File: config.mk
export PLATFORM = sky130hd
export DESIGN_NAME = serial_command_line_parser
export DESIGN_NICKNAME = d
export VERILOG_FILES = /design/src/rtl/sclp_pkg.sv /design/src/rtl/sclp_ctrl.sv /design/src/rtl/sclp_dp.sv /design/src/rtl/serial_command_line_parser.sv
export SDC_FILE = /design/constraint.sdc
export NUM_CORES = 1
export LEC_CHECK = 0
export BUFFER_PORTS_ARGS = -buffer_cell sky130_fd_sc_hd__buf_2
export CELL_PAD_IN_SITES_DETAIL_PLACEMENT = 1
export CELL_PAD_IN_SITES_GLOBAL_PLACEMENT = 1
export CORE_MARGIN = 2
export CORE_UTILIZATION = 35
export CTS_CLUSTER_DIAMETER = 30
export CTS_CLUSTER_SIZE = 16
export DETAILED_ROUTE_END_ITERATION = 6
export PLACE_DENSITY_LB_ADDON = 0.25
export SLEW_MARGIN = 10
export SYNTH_ARGS = -nofsm -noshare
export SYNTH_HDL_FRONTEND = slang
export SYNTH_SLANG_ARGS = --single-unit
File: constraint.sdc
create_clock -name clk -period 3.07 [get_ports clk]
set_clock_uncertainty 0.2 [all_clocks]
set_input_delay 0.1535 -clock clk [delete_from_list [all_inputs] [get_ports clk]]
set_output_delay 0.1535 -clock clk [all_outputs]
set_load 0.1 [all_outputs]
File: src/rtl/sclp_pkg.sv
`default_nettype none
package sclp_pkg;

	localparam int LINE_CAPACITY = 16;
	localparam int STORE_DEPTH   = LINE_CAPACITY - 1;
	localparam int FILL_W        = $clog2(STORE_DEPTH + 1);
	localparam int IDX_W         = $clog2(STORE_DEPTH);
	localparam int REPLY_MAX     = 8;
	localparam int REM_W         = $clog2(REPLY_MAX + 1);

	localparam int IN_W   = 24;
	localparam int OUT_W  = 16;
	localparam int KIND_W = 3;

	localparam logic [7:0] CHAR_CR    = 8'h0D;
	localparam logic [7:0] CHAR_LF    = 8'h0A;
	localparam logic [7:0] CHAR_ZERO  = 8'h30;
	localparam logic [7:0] CHAR_NINE  = 8'h39;
	localparam logic [7:0] CHAR_COMMA = 8'h2C;
	localparam logic [7:0] CHAR_LO_A  = 8'h61;
	localparam logic [7:0] CHAR_LO_Z  = 8'h7A;
	localparam logic [7:0] CASE_GAP   = 8'd32;
	localparam logic [7:0] CHAR_S     = 8'h53;
	localparam logic [7:0] CHAR_K     = 8'h4B;
	localparam logic [7:0] CHAR_F     = 8'h46;
	localparam logic [7:0] CHAR_B     = 8'h42;
	localparam logic [7:0] CHAR_C     = 8'h43;
	localparam logic [7:0] CHAR_R     = 8'h52;
	localparam logic [7:0] CHAR_QUERY = 8'h3F;

	localparam logic [15:0] BEEP_MAX = 16'd200;

	typedef enum logic [KIND_W-1:0] {
		EV_START    = 3'd0,
		EV_KEY      = 3'd1,
		EV_FREQ     = 3'd2,
		EV_BEEP     = 3'd3,
		EV_CFG_DONE = 3'd4,
		EV_CLEAR    = 3'd5,
		EV_REPLY    = 3'd6
	} ev_kind_t;

	typedef enum logic [2:0] {
		CMD_NONE,
		CMD_START,
		CMD_KEY,
		CMD_FREQ,
		CMD_BEEP,
		CMD_CFG,
		CMD_CLEAR,
		CMD_QUERY
	} cmd_t;

	typedef enum logic [2:0] {
		ST_IDLE,
		ST_READ,
		ST_DIGIT,
		ST_FINISH,
		ST_EMIT
	} state_t;

	typedef struct packed {
		logic store;
		logic clear_line;
		logic load_single;
		logic load_reply;
		logic num_start;
		logic num_read;
		logic num_step;
		logic load_num;
		logic pop;
	} ctrl_cmd_t;

	typedef struct packed {
		logic is_eol;
		logic fill_zero;
		logic fill_ge2;
		cmd_t cmd;
		logic num_more;
		logic digit_ok;
		logic acc_zero;
		logic rem_last;
	} dp_stat_t;

endpackage
`default_nettype wire

File: src/rtl/sclp_ctrl.sv
`default_nettype none
module sclp_ctrl (
	input  wire                   clk,
	input  wire                   arst_n,
	input  wire                   in_valid,
	output logic                  in_ready,
	output logic                  out_valid,
	input  wire                   out_ready,
	input  sclp_pkg::dp_stat_t    stat,
	output sclp_pkg::ctrl_cmd_t   cmd
);
	import sclp_pkg::*;

	state_t state_q, state_d;

	always_ff @(posedge clk or negedge arst_n) begin
		if (!arst_n) begin
			state_q <= ST_IDLE;
		end else begin
			state_q <= state_d;
		end
	end

	always_comb begin
		state_d   = state_q;
		cmd       = '0;
		in_ready  = 1'b0;
		out_valid = 1'b0;
		unique case (state_q)
			ST_IDLE: begin
				in_ready = 1'b1;
				if (in_valid) begin
					if (!stat.is_eol) begin
						cmd.store = 1'b1;
					end else begin
						cmd.clear_line = 1'b1;
						if (!stat.fill_zero) begin
							unique case (stat.cmd)
								CMD_START, CMD_CFG, CMD_CLEAR: begin
									cmd.load_single = 1'b1;
									state_d = ST_EMIT;
								end
								CMD_KEY: begin
									if (stat.fill_ge2) begin
										cmd.load_single = 1'b1;
										state_d = ST_EMIT;
									end
								end
								CMD_FREQ, CMD_BEEP: begin
									cmd.num_start = 1'b1;
									state_d = stat.fill_ge2 ? ST_READ : ST_FINISH;
								end
								CMD_QUERY: begin
									cmd.load_reply = 1'b1;
									state_d = ST_EMIT;
								end
								default: state_d = ST_IDLE;
							endcase
						end
					end
				end
			end
			ST_READ: begin
				cmd.num_read = 1'b1;
				state_d = ST_DIGIT;
			end
			ST_DIGIT: begin
				if (stat.digit_ok) begin
					cmd.num_step = 1'b1;
					state_d = stat.num_more ? ST_READ : ST_FINISH;
				end else begin
					state_d = ST_FINISH;
				end
			end
			ST_FINISH: begin
				// frequency zero gives no event; beep rate always does
				if (stat.cmd == CMD_FREQ && stat.acc_zero) begin
					state_d = ST_IDLE;
				end else begin
					cmd.load_num = 1'b1;
					state_d = ST_EMIT;
				end
			end
			ST_EMIT: begin
				out_valid = 1'b1;
				if (out_ready) begin
					cmd.pop = 1'b1;
					if (stat.rem_last) begin
						state_d = ST_IDLE;
					end
				end
			end
			default: state_d = ST_IDLE;
		endcase
	end

endmodule
`default_nettype wire

File: src/rtl/sclp_dp.sv
`default_nettype none
module sclp_dp (
	input  wire                          clk,
	input  wire                          arst_n,
	input  wire  [sclp_pkg::IN_W-1:0]    in_data,
	input  sclp_pkg::ctrl_cmd_t          cmd,
	output sclp_pkg::dp_stat_t           stat,
	output logic [sclp_pkg::OUT_W-1:0]   out_value,
	output logic [sclp_pkg::KIND_W-1:0]  out_kind,
	output logic                         out_last
);
	import sclp_pkg::*;

	logic [7:0] rx_byte;
	logic [6:0] wins_first, wins_second;

	assign rx_byte     = in_data[7:0];
	assign wins_first  = in_data[14:8];
	assign wins_second = in_data[21:15];

	logic [7:0]        store_mem [STORE_DEPTH];
	logic [7:0]        rdata_q;
	logic [FILL_W-1:0] fill_q;
	logic [FILL_W-1:0] lim_q;
	logic [FILL_W-1:0] idx_q;
	logic [15:0]       acc_q;
	cmd_t              cmd_q;
	logic [7:0]        key_q;

	ev_kind_t          kind_q;
	logic [15:0]       val_q;
	logic [7:0]        reply_q [REPLY_MAX-1];
	logic [REM_W-1:0]  rem_q;

	// fold lower case and decode the command letter
	logic [7:0] folded;
	cmd_t       cmd_dec;

	always_comb begin
		folded = rx_byte;
		if (rx_byte >= CHAR_LO_A && rx_byte <= CHAR_LO_Z) begin
			folded = rx_byte - CASE_GAP;
		end
		unique case (folded)
			CHAR_S:     cmd_dec = CMD_START;
			CHAR_K:     cmd_dec = CMD_KEY;
			CHAR_F:     cmd_dec = CMD_FREQ;
			CHAR_B:     cmd_dec = CMD_BEEP;
			CHAR_C:     cmd_dec = CMD_CFG;
			CHAR_R:     cmd_dec = CMD_CLEAR;
			CHAR_QUERY: cmd_dec = CMD_QUERY;
			default:    cmd_dec = CMD_NONE;
		endcase
	end

	// split the counts into tens and ones: x/10 = (x*205)>>11 for x below 1024
	logic [14:0] prod1, prod2;
	logic [3:0]  tens1, tens2, ones1, ones2;
	logic [6:0]  tens1_x10, tens2_x10;

	always_comb begin
		prod1     = 15'(wins_first) * 15'd205;
		prod2     = 15'(wins_second) * 15'd205;
		tens1     = prod1[14:11];
		tens2     = prod2[14:11];
		tens1_x10 = 7'({tens1, 3'b000}) + 7'({tens1, 1'b0});
		tens2_x10 = 7'({tens2, 3'b000}) + 7'({tens2, 1'b0});
		ones1     = 4'(wins_first - tens1_x10);
		ones2     = 4'(wins_second - tens2_x10);
	end

	// assemble the status reply, first character in slot zero
	logic [7:0]       seq [REPLY_MAX];
	logic [REM_W-1:0] seq_len;

	always_comb begin
		for (int i = 0; i < REPLY_MAX; i++) begin
			seq[i] = CHAR_ZERO;
		end
		seq_len = '0;
		seq[seq_len[REM_W-2:0]] = CHAR_S;
		seq_len = seq_len + 1'b1;
		if (wins_first >= 7'd10) begin
			seq[seq_len[REM_W-2:0]] = CHAR_ZERO + 8'(tens1);
			seq_len = seq_len + 1'b1;
		end
		seq[seq_len[REM_W-2:0]] = CHAR_ZERO + 8'(ones1);
		seq_len = seq_len + 1'b1;
		seq[seq_len[REM_W-2:0]] = CHAR_COMMA;
		seq_len = seq_len + 1'b1;
		if (wins_second >= 7'd10) begin
			seq[seq_len[REM_W-2:0]] = CHAR_ZERO + 8'(tens2);
			seq_len = seq_len + 1'b1;
		end
		seq[seq_len[REM_W-2:0]] = CHAR_ZERO + 8'(ones2);
		seq_len = seq_len + 1'b1;
		seq[seq_len[REM_W-2:0]] = CHAR_CR;
		seq_len = seq_len + 1'b1;
		seq[seq_len[REM_W-2:0]] = CHAR_LF;
		seq_len = seq_len + 1'b1;
	end

	// line store: write on a stored character, read one entry during the number walk
	always_ff @(posedge clk) begin
		if (cmd.store && fill_q < FILL_W'(STORE_DEPTH)) begin
			store_mem[fill_q[IDX_W-1:0]] <= rx_byte;
		end
		if (cmd.num_read) begin
			rdata_q <= store_mem[idx_q[IDX_W-1:0]];
		end
	end

	always_ff @(posedge clk or negedge arst_n) begin
		if (!arst_n) begin
			fill_q <= '0;
		end else if (cmd.clear_line) begin
			fill_q <= '0;
		end else if (cmd.store && fill_q < FILL_W'(STORE_DEPTH)) begin
			fill_q <= fill_q + 1'b1;
		end
	end

	always_ff @(posedge clk) begin
		if (cmd.store && fill_q == '0) begin
			cmd_q <= cmd_dec;
		end
		if (cmd.store && fill_q == FILL_W'(1)) begin
			key_q <= rx_byte;
		end
	end

	// decimal number walk
	logic [15:0] acc_next;
	logic [3:0]  digit;

	assign digit    = 4'(rdata_q - CHAR_ZERO);
	assign acc_next = {acc_q[12:0], 3'b000} + {acc_q[14:0], 1'b0} + 16'(digit);

	always_ff @(posedge clk) begin
		if (cmd.num_start) begin
			acc_q <= '0;
			idx_q <= FILL_W'(1);
			lim_q <= fill_q;
		end else if (cmd.num_step) begin
			acc_q <= acc_next;
			idx_q <= idx_q + 1'b1;
		end
	end

	// output register and reply queue
	always_ff @(posedge clk or negedge arst_n) begin
		if (!arst_n) begin
			rem_q <= '0;
		end else if (cmd.load_single || cmd.load_num) begin
			rem_q <= REM_W'(1);
		end else if (cmd.load_reply) begin
			rem_q <= seq_len;
		end else if (cmd.pop) begin
			rem_q <= rem_q - 1'b1;
		end
	end

	always_ff @(posedge clk) begin
		if (cmd.load_single) begin
			val_q <= '0;
			unique case (cmd_q)
				CMD_START: kind_q <= EV_START;
				CMD_KEY: begin
					kind_q <= EV_KEY;
					val_q  <= {8'h00, key_q};
				end
				CMD_CFG:   kind_q <= EV_CFG_DONE;
				default:   kind_q <= EV_CLEAR;
			endcase
		end else if (cmd.load_num) begin
			if (cmd_q == CMD_FREQ) begin
				kind_q <= EV_FREQ;
				val_q  <= acc_q;
			end else begin
				kind_q <= EV_BEEP;
				val_q  <= (acc_q > BEEP_MAX) ? BEEP_MAX : acc_q;
			end
		end else if (cmd.load_reply) begin
			kind_q <= EV_REPLY;
			val_q  <= {8'h00, seq[0]};
			for (int i = 0; i < REPLY_MAX - 1; i++) begin
				reply_q[i] <= seq[i+1];
			end
		end else if (cmd.pop) begin
			// advance the reply queue by one character
			val_q <= {8'h00, reply_q[0]};
			for (int i = 0; i < REPLY_MAX - 2; i++) begin
				reply_q[i] <= reply_q[i+1];
			end
		end
	end

	assign out_value = val_q;
	assign out_kind  = kind_q;
	assign out_last  = (rem_q == REM_W'(1));

	always_comb begin
		stat.is_eol    = (rx_byte == CHAR_CR) || (rx_byte == CHAR_LF);
		stat.fill_zero = (fill_q == '0);
		stat.fill_ge2  = (fill_q >= FILL_W'(2));
		stat.cmd       = cmd_q;
		stat.num_more  = ({1'b0, idx_q} + 1'b1) < {1'b0, lim_q};
		stat.digit_ok  = (rdata_q >= CHAR_ZERO) && (rdata_q <= CHAR_NINE);
		stat.acc_zero  = (acc_q == '0);
		stat.rem_last  = (rem_q == REM_W'(1));
	end

endmodule
`default_nettype wire

File: src/rtl/serial_command_line_parser.sv
// Channel   Direction  Payload (lowest bit first)
// s_axis    in         tdata: rx_byte[7:0], wins_first[14:8], wins_second[21:15], zero pad
// m_axis    out        tdata: event_value; tuser: event_kind; tlast: last_of_run
//
// A stored character, an empty line, an unknown command or a lone K is handled in the idle state.
// A command line end then emits its events one per cycle while m_axis_tready is high;
// F and B first walk the line store, READ then DIGIT per character read (each digit and
// the first non-digit; registered read of the single-port store), then FINISH settles
// the value. Input is held off until the last event of the line is transferred.
// arst_n clears the controller and the fill count; the line store is not cleared.
`default_nettype none
module serial_command_line_parser (
	input  wire                          clk,
	input  wire                          arst_n,
	input  wire                          s_axis_tvalid,
	output logic                         s_axis_tready,
	input  wire  [sclp_pkg::IN_W-1:0]    s_axis_tdata,  // rx_byte, wins_first, wins_second
	output logic                         m_axis_tvalid,
	input  wire                          m_axis_tready,
	output logic [sclp_pkg::OUT_W-1:0]   m_axis_tdata,  // event_value
	output logic [sclp_pkg::KIND_W-1:0]  m_axis_tuser,  // event_kind
	output logic                         m_axis_tlast
);
	import sclp_pkg::*;

	ctrl_cmd_t cmd;
	dp_stat_t  stat;

	sclp_ctrl u_ctrl (
		.clk       (clk),
		.arst_n    (arst_n),
		.in_valid  (s_axis_tvalid),
		.in_ready  (s_axis_tready),
		.out_valid (m_axis_tvalid),
		.out_ready (m_axis_tready),
		.stat      (stat),
		.cmd       (cmd)
	);

	sclp_dp u_dp (
		.clk       (clk),
		.arst_n    (arst_n),
		.in_data   (s_axis_tdata),
		.cmd       (cmd),
		.stat      (stat),
		.out_value (m_axis_tdata),
		.out_kind  (m_axis_tuser),
		.out_last  (m_axis_tlast)
	);

endmodule
`default_nettype wire

==> flow_summary.yaml <==
placement:
  gp_routability_congestion: 0.7793
  io_buffers: 47
  dp_cells: 1629
  place_area_sq_um: 14700
  place_ws_ns: -1.686
  hpwl_um: 23470
sta:
  tightestPinTransition_ns: 0.7538
  hold_ws_ns: 0.2928
  timing.slew.headroom_pct: 49.56
  fin_crit_sh_pct: 129.0
  rsz0062_at_grt: "true"
  fin_crit_ns: 3.962
  hold_viol: 0
  setup_violations: 18
  slew_violations: 0
  clock.fmax_mhz: 252.4
  setup_slack_ns: -0.8916
synthesis:
  async_reset_ff_share_pct: 4.783
  yosys_warnings: 0
  synth_edf_count: 199
  yosys.area_share.simple_pct: 10.15
  synth_cell_type_count: 65
  syn_nets: 1196
  ys_ff_latch: 230
  netlist.area_leader.share_pct: 47.07
  yosys-top-cells-area: "edfxtp_1 (47%), ha_1 (13%), mux4_2 (5.7%), dfxtp_1 (3.2%), fa_1 (2.8%)"
  synth_top_family_by_area: "adder cells"
  yosysMostFrequentCell: "edfxtp_1"
  synthAdderAreaFrac_pct: 15.55
  syn_area_per_cell_sq_um: 12.43
  synthMuxAreaShare_pct: 6.860
  seq_area_frac_synth_pct: 52.40
  synthCells: 1021
  synth_common_cells: "edfxtp_1 (199), ha_1 (129), nand2_1 (91)"
  yosys.area.top_type: "edfxtp_1"
  yosys.area_share.xor_xnor_pct: 3.115
  synth_area_sq_um: 12690
  yosys_most_used_dff: "edfxtp_1"
  synth-compound-area-share_pct: 8.466
worst_setup_path:
  startpoint_type: "primary input"
  rr_worst_depth: 10
  required_ns: 3.13
  endpoint_kind: "register"
  path_class: "primary input to register"
  crit_arrival_ns: 4.03
  crit_fanout: 4
run_status:
  violations: "design-rule violations, negative setup slack"
  outcome: "complete, but fails checks"
global_route:
  overflow: 0
  antenna_found_initial: 0
  grt_pass1_wl_um: 52850
  grt_max_degree: 37
  grt_usage_pct: 17.67
  grt_pass1_vias: 9454
power:
  combPwrFrac_pct: 45.5
  p_int_uw: 10190
  peakVddDrop_mv: 0.3948
  p_per_area_nw_per_um2: 956.8
  switchingPower_uw: 6128
  power.leakage_uw: 0.006845
  p_total_uw: 16320
  p_seq_share_pct: 26.2
  p_sw_share_pct: 37.56
  clockPowerShare_pct: 28.3
cts:
  cts_buffers: 42
  clk_latency_ns: 0.55
  ctsHtreeMaxLevel: 2
  cts.clk_slew.worst_paths_ns: 0.05
  clockBufferDepth: 3
  root_buffer: "clkbuf_16"
  tritoncts: "built"
  clkSinkCount: 230
flow_run:
  maxCapViolations: 0
finish:
  final_cell_area_sq_um: 17050
  fillCellCount: 3644
  drive_gt1_share_pct: 34.09
  syn_to_final_growth_pct: 34.33
  fin_nets: 1420
  insertedDiodeCount: 0
  stdcell_count: 1740
floorplanning:
  start_util_pct: 35.60
  rows: 69
  die_area_sq_um: 37810
  die_w_um: 194.5
  coreArea_sq_um: 35660
  pin_count: 50
  die_h_um: 194.5
hold_path:
  whs_path_depth: 5
  hold_class: "primary input to register"
drt:
  wirelength_um: 32760
  drc: 5
  drt_iter0_drc: 501
  dr.pass1.iters: 7
  vias: 8793
  drt-vias-per-instance: 5.053
  ant_nets: 0
  post_drt_wl_per_cell_um: 18.83
[layer usage]
layer	share of wire, %	up-vias	track usage [%]	routed length, um
li1	-	4217	-	-
met1	47	4400	24.20	15440
met2	48	132	29.54	15810
met3	2.7	44	2.221	895
met4	1.9	0	4.957	612
met5	0	-	0	0
[worst max-delay path, stage by stage]
cell and delay (ns):
buf_8 0.08, clkinvlp_4 0.13, ha_4 0.27, fa_1 0.45, ha_1 0.31, inv_2 0.05
fa_1 0.52, inv_2 0.05, ha_4 0.18, a211oi_4 0.25, nor2_4 0.07, a31oi_4 0.14
inv_2 0.07, a21oi_4 0.14, xnor2_2 0.16, ha_4 0.24, nand2_2 0.06, nand2_2 0.05
xnor3_1 0.37, mux2i_1 0.18, a21oi_1 0.10
[layout by cell type, fill, tap and decap left out, types with 8 or more instances in the layout]
cell	synthesis	final
mux4_2	32	32
inv_1	77	58
and2_1	16	13
nand4_1	9	9
nor3_1	21	16
dlygate4sd3_1	0	12
clkinvlp_4	0	8
clkbuf_16	0	42
buf_2	3	39
nand2_1	91	83
ha_1	129	102
xnor2_1	27	22
fa_1	18	11
ha_4	0	26
inv_6	0	11
nor2_1	72	69
dfrtp_1	11	11
a21o_1	8	8
mux2i_1	15	15
nand3_1	13	12
buf_6	1	12
a31oi_1	10	8
buf_4	0	145
xor2_1	13	10
dfxtp_1	20	19
o21ai_0	42	32
a21oi_1	52	42
edfxtp_1	199	199
a21oi_2	0	8
and3_1	15	14
inv_2	0	14
[state kept, by name, indices dropped and copies added (netlist names)]
signal,flops
u_dp.out_value,16
u_ctrl.state_q,3
u_dp.fill_q,4
u_dp.rem_q,4
u_dp.idx_q,4
u_dp.acc_q,16
u_dp.store_mem,120
u_dp.cmd_q,3
u_dp.rdata_q,8
u_dp.out_kind,3
u_dp.key_q,8
u_dp.reply_q,37
u_dp.lim_q,4
[power by group through the flow]
stage	Clock (uW)	Combinational, uW	Sequential [uW]
CTS	4680	7180	4280
detailed placement	0	6450	4340
finish	4610	7430	4270
floorplan	0	4210	4590
global placement	0	6330	4320
global route	4810	8200	4330
[stage by stage]
stage	util, %	TNS (ns)
4_1_cts	47.18	-10.64
3_5_place_dp	41.24	-25.18
5_1_grt	47.83	-13.39
2_1_floorplan	-	-13.16
6_report	47.83	-10.94
3_3_place_gp	41.24	-22.81
[repair_timing]
action,CTS,global route
resized for setup,90,38
endpoints found under the setup margin,22,24
endpoints found under the hold margin,146,0
hold buffers,12,0
setup buffers,14,12
pin swaps,59,51
[path summary, 6_finish.rpt]
check                              startpoint                   to  slack (ns)
setup reg to reg              u_dp.rdata_q[3]       u_dp.acc_q[12]        0.14
setup / recovery             s_axis_tdata[13]   u_dp.reply_q[0][3]       -0.89
hold reg to reg            u_dp.reply_q[0][5]    u_dp.out_value[5]        0.32
hold / removal               s_axis_tdata[16]  u_dp.reply_q[0][32]        0.29
max in group asynchronous              arst_n    u_ctrl.state_q[1]        1.67
min in group asynchronous              arst_n       u_dp.fill_q[3]        0.54
[cell families after synthesis]
logic type | after synthesis
AND/OR/NAND/NOR | 273
flip-flops | 230
AO/OA/AOI/OAI | 168
adder cells (fa/ha/maj) | 147
buffers and inverters | 114
multiplexers | 47
XOR/XNOR | 42
[final cells by class]
class                      count  area, sq um  area share, %
clock buffer                  43         1055          6.185
clock inverter                35        396.6          2.326
inverter                      78        319.1          1.871
multi-input combinational    677         6369          37.35
sequential                   230         6653          39.01
tap                          461        576.8          3.382
timing repair buffer         216         1684          9.876
(Power assumes the default switching activity.)
